===== src/rtl/pgb_pkg.sv =====
`timescale 1ns / 1ps
// ----------------------------------------------------------------------------
// pgb_pkg
// Shared constants, codes and types of the proportional glyph blit address
// generator.
// ----------------------------------------------------------------------------
package pgb_pkg;

    // glyph table
    localparam int GLYPH_COUNT   = 10;
    localparam int MAX_FONT_ROWS = 64;
    localparam int GLYPH_AW      = (GLYPH_COUNT > 1) ? $clog2(GLYPH_COUNT) : 1;
    localparam int SCAN_GW       = $clog2(GLYPH_COUNT + 1);
    localparam int ROW_W         = $clog2(MAX_FONT_ROWS + 1);

    // field widths
    localparam int COORD_W  = 10;
    localparam int COLOR_W  = 16;
    localparam int HEIGHT_W = 7;
    localparam int SRC_W    = 16;
    localparam int DST_W    = 17;
    localparam int ENTRY_W  = 2 * COORD_W;

    // opcodes
    localparam logic [1:0] OP_PIXEL = 2'd0;
    localparam logic [1:0] OP_BEGIN = 2'd1;
    localparam logic [1:0] OP_CHAR  = 2'd2;

    // configuration register indexes
    localparam logic [1:0] CFG_DELIM  = 2'd0;
    localparam logic [1:0] CFG_STRIP  = 2'd1;
    localparam logic [1:0] CFG_HEIGHT = 2'd2;
    localparam logic [1:0] CFG_STRIDE = 2'd3;

    // configuration reset values
    localparam logic [COLOR_W-1:0]  RST_DELIM  = 16'h7C1F;
    localparam logic [COORD_W-1:0]  RST_STRIP  = 10'd300;
    localparam logic [HEIGHT_W-1:0] RST_HEIGHT = 7'd32;
    localparam logic [COORD_W-1:0]  RST_STRIDE = 10'd240;

    // characters
    localparam logic [7:0] CHAR_NEWLINE = 8'd10;
    localparam logic [7:0] CHAR_ZERO    = 8'd48;
    localparam logic [7:0] CHAR_NINE    = 8'd57;

    typedef struct packed {
        logic [COORD_W-1:0] col;
        logic [COORD_W-1:0] width;
    } t_glyph_entry;

endpackage


===== src/rtl/pgb_ram.sv =====
`timescale 1ns / 1ps
// ----------------------------------------------------------------------------
// pgb_ram
// Generic single-write, single-read synchronous RAM with registered read.
// ----------------------------------------------------------------------------
module pgb_ram #(
    parameter int WIDTH = 8,
    parameter int DEPTH = 16,
    parameter int AW    = (DEPTH > 1) ? $clog2(DEPTH) : 1
) (
    input  logic             i_clk,
    input  logic             i_we,
    input  logic [AW-1:0]    i_waddr,
    input  logic [WIDTH-1:0] i_wdata,
    input  logic [AW-1:0]    i_raddr,
    output logic [WIDTH-1:0] o_rdata
);

    logic [WIDTH-1:0] r_mem [DEPTH];
    logic [WIDTH-1:0] r_rdata;

    always_ff @(posedge i_clk) begin
        if (i_we) begin
            r_mem[i_waddr] <= i_wdata;
        end
        r_rdata <= r_mem[i_raddr];
    end

    assign o_rdata = r_rdata;

endmodule


===== src/rtl/proportional_glyph_blit_address_gen.sv =====
`timescale 1ns / 1ps
// ----------------------------------------------------------------------------
// proportional_glyph_blit_address_gen
// Learns a glyph table (column, width) from a font strip's top row and turns
// digit text into one row-copy descriptor per font row.
// ----------------------------------------------------------------------------
//  channel | direction | handshake                  | payload
//  --------+-----------+----------------------------+-------------------------
//  input   | in        | i_valid / o_ready          | opcode, pixel, first_pixel,
//          |           |                            | start_x, start_y, character
//  config  | in        | i_cfg_valid / o_cfg_ready  | i_cfg_index, i_cfg_data
//  result  | out       | o_valid / i_ready          | source_offset, dest_offset,
//          |           |                            | copy_count, last
//
//  Strip pixel: accept, table read, write back to the glyph RAM; a delimiter
//  pixel or a dropped pixel skips the write back. Begin, newline and ignored
//  characters: accept, then execute. Digit: accept, execute, entry load,
//  then min(font_height, 64) descriptors; the output register emits one
//  descriptor per cycle from add-only accumulators while the output is not
//  stalled. Reset clears the scan state, cursor and glyph valid bits; an
//  entry without its valid bit reads as zero. An output stall holds the row
//  sequencer; a new item is taken while the final descriptor still waits.
// ----------------------------------------------------------------------------
module proportional_glyph_blit_address_gen
    import pgb_pkg::*;
(
    input  logic                 i_clk,
    input  logic                 i_rst_n,
    // input items
    input  logic                 i_valid,
    output logic                 o_ready,
    input  logic [1:0]           i_opcode,
    input  logic [COLOR_W-1:0]   i_pixel,
    input  logic                 i_first_pixel,
    input  logic [COORD_W-1:0]   i_start_x,
    input  logic [COORD_W-1:0]   i_start_y,
    input  logic [7:0]           i_character,
    // configuration
    input  logic                 i_cfg_valid,
    output logic                 o_cfg_ready,
    input  logic [1:0]           i_cfg_index,
    input  logic [COLOR_W-1:0]   i_cfg_data,
    // result items
    output logic                 o_valid,
    input  logic                 i_ready,
    output logic [SRC_W-1:0]     o_source_offset,
    output logic [DST_W-1:0]     o_dest_offset,
    output logic [COORD_W-1:0]   o_copy_count,
    output logic                 o_last
);

    localparam logic [2:0] ST_IDLE    = 3'd0;
    localparam logic [2:0] ST_EXEC    = 3'd1;
    localparam logic [2:0] ST_PIX_WB  = 3'd2;
    localparam logic [2:0] ST_DRAW_LD = 3'd3;
    localparam logic [2:0] ST_DRAW    = 3'd4;

    // configuration
    logic [COLOR_W-1:0]  r_delim;
    logic [COORD_W-1:0]  r_strip_w;
    logic [HEIGHT_W-1:0] r_font_h;
    logic [COORD_W-1:0]  r_stride;

    // captured item
    logic [1:0]          r_op;
    logic [COLOR_W-1:0]  r_pix;
    logic                r_first;
    logic [COORD_W-1:0]  r_sx;
    logic [COORD_W-1:0]  r_sy;
    logic [7:0]          r_ch;

    // control and scan state
    logic [2:0]           r_state,      n_state;
    logic [COORD_W-1:0]   r_scan_col,   n_scan_col;
    logic [SCAN_GW-1:0]   r_scan_glyph, n_scan_glyph;
    logic                 r_scan_gap,   n_scan_gap;
    logic [GLYPH_COUNT-1:0] r_gvalid,   n_gvalid;
    logic [COORD_W-1:0]   r_cur_x,      n_cur_x;
    logic [COORD_W-1:0]   r_cur_y,      n_cur_y;
    logic [COORD_W-1:0]   r_line_x,     n_line_x;

    // read-modify-write context
    logic [GLYPH_AW-1:0]  r_addr,       n_addr;
    logic                 r_hit,        n_hit;
    logic                 r_new_glyph,  n_new_glyph;
    logic [COORD_W-1:0]   r_wcol,       n_wcol;

    // row sequencer
    logic [COORD_W-1:0]   r_gwid,       n_gwid;
    logic [SRC_W-1:0]     r_src,        n_src;
    logic [DST_W-1:0]     r_dst,        n_dst;
    logic [ROW_W-1:0]     r_row,        n_row;

    // output register
    logic                 r_o_valid,    n_o_valid;
    logic [SRC_W-1:0]     r_o_src,      n_o_src;
    logic [DST_W-1:0]     r_o_dst,      n_o_dst;
    logic [COORD_W-1:0]   r_o_cnt,      n_o_cnt;
    logic                 r_o_last,     n_o_last;

    // RAM port
    logic                 ram_we;
    logic [GLYPH_AW-1:0]  ram_raddr;
    t_glyph_entry         ram_wdata;
    logic [ENTRY_W-1:0]   ram_rdata;

    t_glyph_entry         rd_entry;
    logic [ROW_W-1:0]     rows;
    logic                 out_load;
    logic                 row_last;
    logic [7:0]           digit;
    logic                 is_digit;
    logic [COORD_W-1:0]   eff_col;
    logic [SCAN_GW-1:0]   eff_glyph;
    logic                 eff_gap;
    logic [SCAN_GW-1:0]   next_glyph;
    logic [2*COORD_W-1:0] base_prod;

    pgb_ram #(
        .WIDTH (ENTRY_W),
        .DEPTH (GLYPH_COUNT)
    ) u_glyph_ram (
        .i_clk   (i_clk),
        .i_we    (ram_we),
        .i_waddr (r_addr),
        .i_wdata (ram_wdata),
        .i_raddr (ram_raddr),
        .o_rdata (ram_rdata)
    );

    assign o_ready     = (r_state == ST_IDLE);
    assign o_cfg_ready = 1'b1;

    assign o_valid         = r_o_valid;
    assign o_source_offset = r_o_src;
    assign o_dest_offset   = r_o_dst;
    assign o_copy_count    = r_o_cnt;
    assign o_last          = r_o_last;

    // never-written entries read as zero
    assign rd_entry = r_hit ? t_glyph_entry'(ram_rdata) : '0;

    assign rows = (r_font_h > HEIGHT_W'(MAX_FONT_ROWS)) ? ROW_W'(MAX_FONT_ROWS)
                                                         : ROW_W'(r_font_h);
    assign row_last = ((r_row + ROW_W'(1)) == rows);
    assign out_load = (r_state == ST_DRAW) && (!r_o_valid || i_ready);

    assign digit    = r_ch - CHAR_ZERO;
    assign is_digit = (r_ch >= CHAR_ZERO) && (r_ch <= CHAR_NINE)
                      && (digit < 8'(GLYPH_COUNT));

    // a new strip restarts the scan before the pixel is looked at
    assign eff_col    = r_first ? '0 : r_scan_col;
    assign eff_glyph  = r_first ? '0 : r_scan_glyph;
    assign eff_gap    = r_first ? 1'b0 : r_scan_gap;
    assign next_glyph = eff_glyph + SCAN_GW'(eff_gap);

    assign base_prod = r_cur_y * r_stride;

    always_comb begin
        ram_raddr = GLYPH_AW'(digit);
        if (r_op == OP_PIXEL) begin
            ram_raddr = GLYPH_AW'(next_glyph);
        end
        ram_we          = (r_state == ST_PIX_WB);
        ram_wdata.col   = r_new_glyph ? r_wcol : rd_entry.col;
        ram_wdata.width = rd_entry.width + COORD_W'(1);
    end

    always_comb begin
        n_state      = r_state;
        n_scan_col   = r_scan_col;
        n_scan_glyph = r_scan_glyph;
        n_scan_gap   = r_scan_gap;
        n_gvalid     = r_gvalid;
        n_cur_x      = r_cur_x;
        n_cur_y      = r_cur_y;
        n_line_x     = r_line_x;
        n_addr       = r_addr;
        n_hit        = r_hit;
        n_new_glyph  = r_new_glyph;
        n_wcol       = r_wcol;
        n_gwid       = r_gwid;
        n_src        = r_src;
        n_dst        = r_dst;
        n_row        = r_row;
        n_o_valid    = r_o_valid;
        n_o_src      = r_o_src;
        n_o_dst      = r_o_dst;
        n_o_cnt      = r_o_cnt;
        n_o_last     = r_o_last;

        if (r_o_valid && i_ready) begin
            n_o_valid = 1'b0;
        end

        case (r_state)
            ST_IDLE: begin
                if (i_valid) begin
                    n_state = ST_EXEC;
                end
            end
            ST_EXEC: begin
                n_state = ST_IDLE;
                case (r_op)
                    OP_PIXEL: begin
                        n_scan_col   = eff_col;
                        n_scan_glyph = eff_glyph;
                        n_scan_gap   = eff_gap;
                        if (r_first) begin
                            n_gvalid = '0;
                        end
                        if (eff_col < r_strip_w && eff_glyph < SCAN_GW'(GLYPH_COUNT)) begin
                            n_scan_col = eff_col + COORD_W'(1);
                            if (r_pix == r_delim) begin
                                n_scan_gap = 1'b1;
                            end else begin
                                n_scan_gap   = 1'b0;
                                n_scan_glyph = next_glyph;
                                if (next_glyph < SCAN_GW'(GLYPH_COUNT)) begin
                                    n_addr      = GLYPH_AW'(next_glyph);
                                    n_hit       = r_first ? 1'b0
                                                          : r_gvalid[GLYPH_AW'(next_glyph)];
                                    n_new_glyph = eff_gap;
                                    n_wcol      = eff_col;
                                    n_state     = ST_PIX_WB;
                                end
                            end
                        end
                    end
                    OP_BEGIN: begin
                        n_cur_x  = r_sx;
                        n_cur_y  = r_sy;
                        n_line_x = r_sx;
                    end
                    OP_CHAR: begin
                        if (r_ch == CHAR_NEWLINE) begin
                            n_cur_y = r_cur_y + COORD_W'(r_font_h);
                            n_cur_x = r_line_x;
                        end else if (is_digit) begin
                            n_hit   = r_gvalid[GLYPH_AW'(digit)];
                            n_state = ST_DRAW_LD;
                        end
                    end
                    default: begin
                        n_state = ST_IDLE;
                    end
                endcase
            end
            ST_PIX_WB: begin
                n_gvalid[r_addr] = 1'b1;
                n_state          = ST_IDLE;
            end
            ST_DRAW_LD: begin
                n_gwid = rd_entry.width;
                n_src  = SRC_W'(rd_entry.col);
                n_dst  = DST_W'(base_prod) + DST_W'(r_cur_x);
                n_row  = '0;
                if (rows == '0) begin
                    n_cur_x = r_cur_x + rd_entry.width;
                    n_state = ST_IDLE;
                end else begin
                    n_state = ST_DRAW;
                end
            end
            ST_DRAW: begin
                if (out_load) begin
                    n_o_valid = 1'b1;
                    n_o_src   = r_src;
                    n_o_dst   = r_dst;
                    n_o_cnt   = r_gwid;
                    n_o_last  = row_last;
                    n_src     = r_src + SRC_W'(r_strip_w);
                    n_dst     = r_dst + DST_W'(r_stride);
                    n_row     = r_row + ROW_W'(1);
                    if (row_last) begin
                        n_cur_x = r_cur_x + r_gwid;
                        n_state = ST_IDLE;
                    end
                end
            end
            default: begin
                n_state = ST_IDLE;
            end
        endcase
    end

    always_ff @(posedge i_clk) begin
        if (!i_rst_n) begin
            r_state      <= ST_IDLE;
            r_scan_col   <= '0;
            r_scan_glyph <= '0;
            r_scan_gap   <= 1'b0;
            r_gvalid     <= '0;
            r_cur_x      <= '0;
            r_cur_y      <= '0;
            r_line_x     <= '0;
            r_o_valid    <= 1'b0;
            r_delim      <= RST_DELIM;
            r_strip_w    <= RST_STRIP;
            r_font_h     <= RST_HEIGHT;
            r_stride     <= RST_STRIDE;
        end else begin
            r_state      <= n_state;
            r_scan_col   <= n_scan_col;
            r_scan_glyph <= n_scan_glyph;
            r_scan_gap   <= n_scan_gap;
            r_gvalid     <= n_gvalid;
            r_cur_x      <= n_cur_x;
            r_cur_y      <= n_cur_y;
            r_line_x     <= n_line_x;
            r_o_valid    <= n_o_valid;
            if (i_cfg_valid) begin
                case (i_cfg_index)
                    CFG_DELIM:  r_delim   <= i_cfg_data;
                    CFG_STRIP:  r_strip_w <= i_cfg_data[COORD_W-1:0];
                    CFG_HEIGHT: r_font_h  <= i_cfg_data[HEIGHT_W-1:0];
                    CFG_STRIDE: r_stride  <= i_cfg_data[COORD_W-1:0];
                    default:    r_delim   <= r_delim;
                endcase
            end
        end
    end

    // payload and context: no reset
    always_ff @(posedge i_clk) begin
        if (i_valid && o_ready) begin
            r_op    <= i_opcode;
            r_pix   <= i_pixel;
            r_first <= i_first_pixel;
            r_sx    <= i_start_x;
            r_sy    <= i_start_y;
            r_ch    <= i_character;
        end
        r_addr      <= n_addr;
        r_hit       <= n_hit;
        r_new_glyph <= n_new_glyph;
        r_wcol      <= n_wcol;
        r_gwid      <= n_gwid;
        r_src       <= n_src;
        r_dst       <= n_dst;
        r_row       <= n_row;
        r_o_src     <= n_o_src;
        r_o_dst     <= n_o_dst;
        r_o_cnt     <= n_o_cnt;
        r_o_last    <= n_o_last;
    end

    // scan never runs past one slot beyond the table
    a_glyph_bound: assert property (@(posedge i_clk) disable iff (!i_rst_n)
        r_scan_glyph <= SCAN_GW'(GLYPH_COUNT))
        else $error("scan glyph index beyond table");

    // row counter stays inside the font height while drawing
    a_row_bound: assert property (@(posedge i_clk) disable iff (!i_rst_n)
        (r_state == ST_DRAW) |-> (r_row < rows))
        else $error("row counter past font height");

    // the final descriptor of a glyph releases the sequencer
    a_last_idle: assert property (@(posedge i_clk) disable iff (!i_rst_n)
        (out_load && row_last) |=> (r_state == ST_IDLE))
        else $error("sequencer busy after final descriptor");

    // a new strip leaves at most the entry it just wrote valid
    a_new_strip: assert property (@(posedge i_clk) disable iff (!i_rst_n)
        (r_state == ST_EXEC && r_op == OP_PIXEL && r_first) |=> ##1
        ($countones(r_gvalid) <= 1))
        else $error("table not cleared on new strip");

endmodule

===== config.mk =====
export PLATFORM = sky130hd
export DESIGN_NAME = proportional_glyph_blit_address_gen
export DESIGN_NICKNAME = d
export VERILOG_FILES = /design/src/rtl/pgb_pkg.sv /design/src/rtl/pgb_ram.sv /design/src/rtl/proportional_glyph_blit_address_gen.sv
export SDC_FILE = /design/constraint.sdc
export NUM_CORES = 1
export LEC_CHECK = 0
export BUFFER_PORTS_ARGS = -buffer_cell sky130_fd_sc_hd__buf_2
export CAP_MARGIN = 20
export CORE_ASPECT_RATIO = 2
export CORE_MARGIN = 2
export CORE_UTILIZATION = 60
export CTS_CLUSTER_SIZE = 25
export DETAILED_ROUTE_END_ITERATION = 10
export GPL_TIMING_DRIVEN = 0
export PLACE_DENSITY = 0.81
export SYNTH_ARGS = -nofsm -noshare
export SYNTH_HDL_FRONTEND = slang
export SYNTH_SLANG_ARGS = --single-unit
export TNS_END_PERCENT = 10

===== constraint.sdc =====
create_clock -name i_clk -period 7.2 [get_ports i_clk]
set_clock_uncertainty 0.15 [all_clocks]
set_input_delay 1.08 -clock i_clk [delete_from_list [all_inputs] [get_ports i_clk]]
set_output_delay 1.08 -clock i_clk [all_outputs]
set_load 0.01 [all_outputs]

==> run metrics <==
placed instance area=25,600 um2; drc violations=0; post-synth top area cell=edfxtp_1; root buf cell=clkbuf_16; Num CTS Buffers=43; final wirelength=56,300 um; Clock power frac=0.399; Die ar.=42,000 um2; non-filler cells in the finished layout=2,744; max incr delay on CP=0.53 ns; Reg area=13,200 um2; Post-CTS Resized=0; first-pass GRT wire length=88,000 um; antenna violations before repair=1; Tcrit/Tclk final=0.818; most frequent cell after synthesis=edfxtp_1; DRT iter0 DRCs=1,256; all-layer global routing usage=0.270; area share of the largest cell type after synthesis=0.444; Synth area leaders=edfxtp_1 44%, dfxtp_1 10%, fa_1 6.1%; total power=5.97 mW; max_cap viols=0; Fin Setup TNS=0 ns; NetSw=1.40 mW; Synth Area in Compound Gates=0.0833; Avg Inst Size Synth=12.1 um2; hold buffers post-CTS=0; final HPWL from detailed placement=40,200 um; largest net degree at the start of global routing=41; status=finished, final reports clean; fillers=2,828; CP top delay family=adder cells; post-synthesis xor/xnor area fraction=0.0328; Layout area overhead=12.3%; CP startpoint=r_stride[2]; Critical Path RT=7.35 ns; post-synthesis cell type count=71; fin util=0.679; vias in the first global route=16,200; Final setup viols=0; pre-CTS setup slack=1.39 ns; I/O pin total=117; critical path class=flop to flop; critical-path maximum fanout=10; die width=146 um; switch share=0.234; Leakage=10.5 nW; Slew @ Worst Pin=1.14 ns; P_int=4.57 mW; min-delay worst type=flop to flop; final hold violation count=0; WL/cell=20.5 um; Setup crit end=r_dst[13]; Synth top cells by count=357 x edfxtp_1, 249 x nand2_1, 136 x inv_1; total core area=39,900 um2; fmax=0.170 GHz; Critical Path Stages=20; fraction of registers with async set/reset=0; Post-CTS Setup Bufs=0; Via density=5.95; Synth Instances=2,003; sequential element share of the synthesized area=0.545; main combinational cell family by area after synthesis=simple AND/OR/NAND/NOR gates; Row Count=104; sequential power share=0.513; worst reg2reg path depth=20; port bufs=115; CP Launch Type=flop; post-route antenna net violation count=0; nets=2,421; Max Transition Viols Final=0; cell area after synthesis=24,100 um2; CTS tree=yes; layout cell share with drive strength beyond 1=0.135; initial core utilization=0.604; Max-slew headroom=0.239; Register-to-Register Setup Slack=1.31 ns; crit path cell chain=clkbuf_1 -> nand2_1 -> fa_1 -> inv_1 -> fa_1 -> inv_1 -> fa_1 -> inv_1 -> fa_1 -> inv_1 -> fa_1 -> inv_1 -> ha_1 -> o21ai_0 -> a21oi_1 -> o21ai_0 -> o21ai_0 -> or3_1 -> a31oi_1 -> a21oi_1; mux contribution to synthesized area=0.0695; CP Data Arrival Time=6.04 ns; #FFs+latches synth=479; placed cells=2,660; pwr dens=220 nW/um2; clk sinks=479; design area=27,100 um2; Synth Area in Adders=0.112; R2R Path Start=r_stride[2]; GR Overflow Total=0; clock buffer depth=3; Mapped Nets=2,244; Top FF cell, synth=edfxtp_1; Final Hold Slack=0.303 ns; Slowest-stage cell, CP=fa_1; H-tree levels=2; area occupied by multi-input gates=10,100 um2; CP bufs+invs=6; vias=16,300; Final min period=5.89 ns; maximum vdd drop=0.307 mV; gp weighted congestion=0.915; RSZ-0062 raised after global routing=no; Comb pwr share=0.088; Die Height=288 um; Ys Warns=0; final worst setup slack=1.31 ns; Crit. End Element=flop; Synth Area in Simple Gates=0.121; Clock Pin Slew Worst Setup and Hold Paths=0.07 ns; r2r endpoint=r_dst[13]; clk_lat worst skew=0.58 ns; first drt pass iteration count=5; Post-synth EDFFs=357
## sequential cells by signal, summed over array words and instances, names as in the netlist, 16 cells and up
name and cells:
r_pix 16, r_dst 17, u_glyph_ram.o_rdata 20, u_glyph_ram.r_mem 200, r_src 16, o_dest_offset 17
o_source_offset 16, r_delim 16
## how the worst min path moves through the flow
stage / from / to / slack [ns] / cells past startpoint
final: r_gwid[8] / o_copy_count[8] / 0.30 / 0
after global routing: r_line_x[9] / r_line_x[9] / 0.32 / 2
after CTS: r_gwid[8] / o_copy_count[8] / 0.30 / 0
after detailed placement: r_dst[2] / o_dest_offset[2] / 0.29 / 0
after global placement: r_dst[9] / o_dest_offset[9] / 0.29 / 0
after floorplan: r_gwid[1] / o_copy_count[1] / 0.27 / 0
## area by class of cell
class | count | share of cell area
sequential | 479 | 0.486
multi-input combinational | 1294 | 0.374
clock buffer | 57 | 0.0446
timing repair buffer | 132 | 0.0293
tap | 530 | 0.0245
inverter | 136 | 0.0188
buffer | 94 | 0.0140
clock inverter | 21 | 0.00955
antenna | 1 | 0.0000923
## power by group through the flow
stage | Sequential, mW | Combinational, mW | Clock [mW]
after floorplan | 3.10 | 0.371 | 0
after global placement | 3.12 | 0.496 | 0
after detailed placement | 3.12 | 0.517 | 0
after CTS | 3.06 | 0.523 | 2.40
after global routing | 3.06 | 0.581 | 2.50
final | 3.06 | 0.524 | 2.38
## routing by layer
layer | track usage | share of wire | vias up
met5 | 0 | 0 | -
met4 | 0.116 | 0.041 | 0
met3 | 0.0306 | 0.060 | 144
met2 | 0.468 | 0.50 | 650
met1 | 0.344 | 0.40 | 8070
li1 | - | - | 7466
## cells by family (layout without fill, tap and decap cells)
logic type | after synthesis | after routing
simple gates | 603 | 603
buf+inv | 230 | 440
xor+xnor | 89 | 89
flops | 479 | 479
fa+ha+maj | 171 | 171
other cells | 1 | 2
compound gates | 319 | 319
mux | 111 | 111
## cells in the final DEF (no fill, tap or decap), types with 46 or more instances in the layout
cell      instances
edfxtp_1        357
fa_1             74
and2_1           64
inv_1           136
buf_2           130
a21oi_1         101
nor2_1           80
o21ai_0          80
mux2i_1          58
nand2_1         249
clkbuf_1         81
dfxtp_1         122
ha_1             97
xnor2_1          46
(Power assumes the default switching activity.)
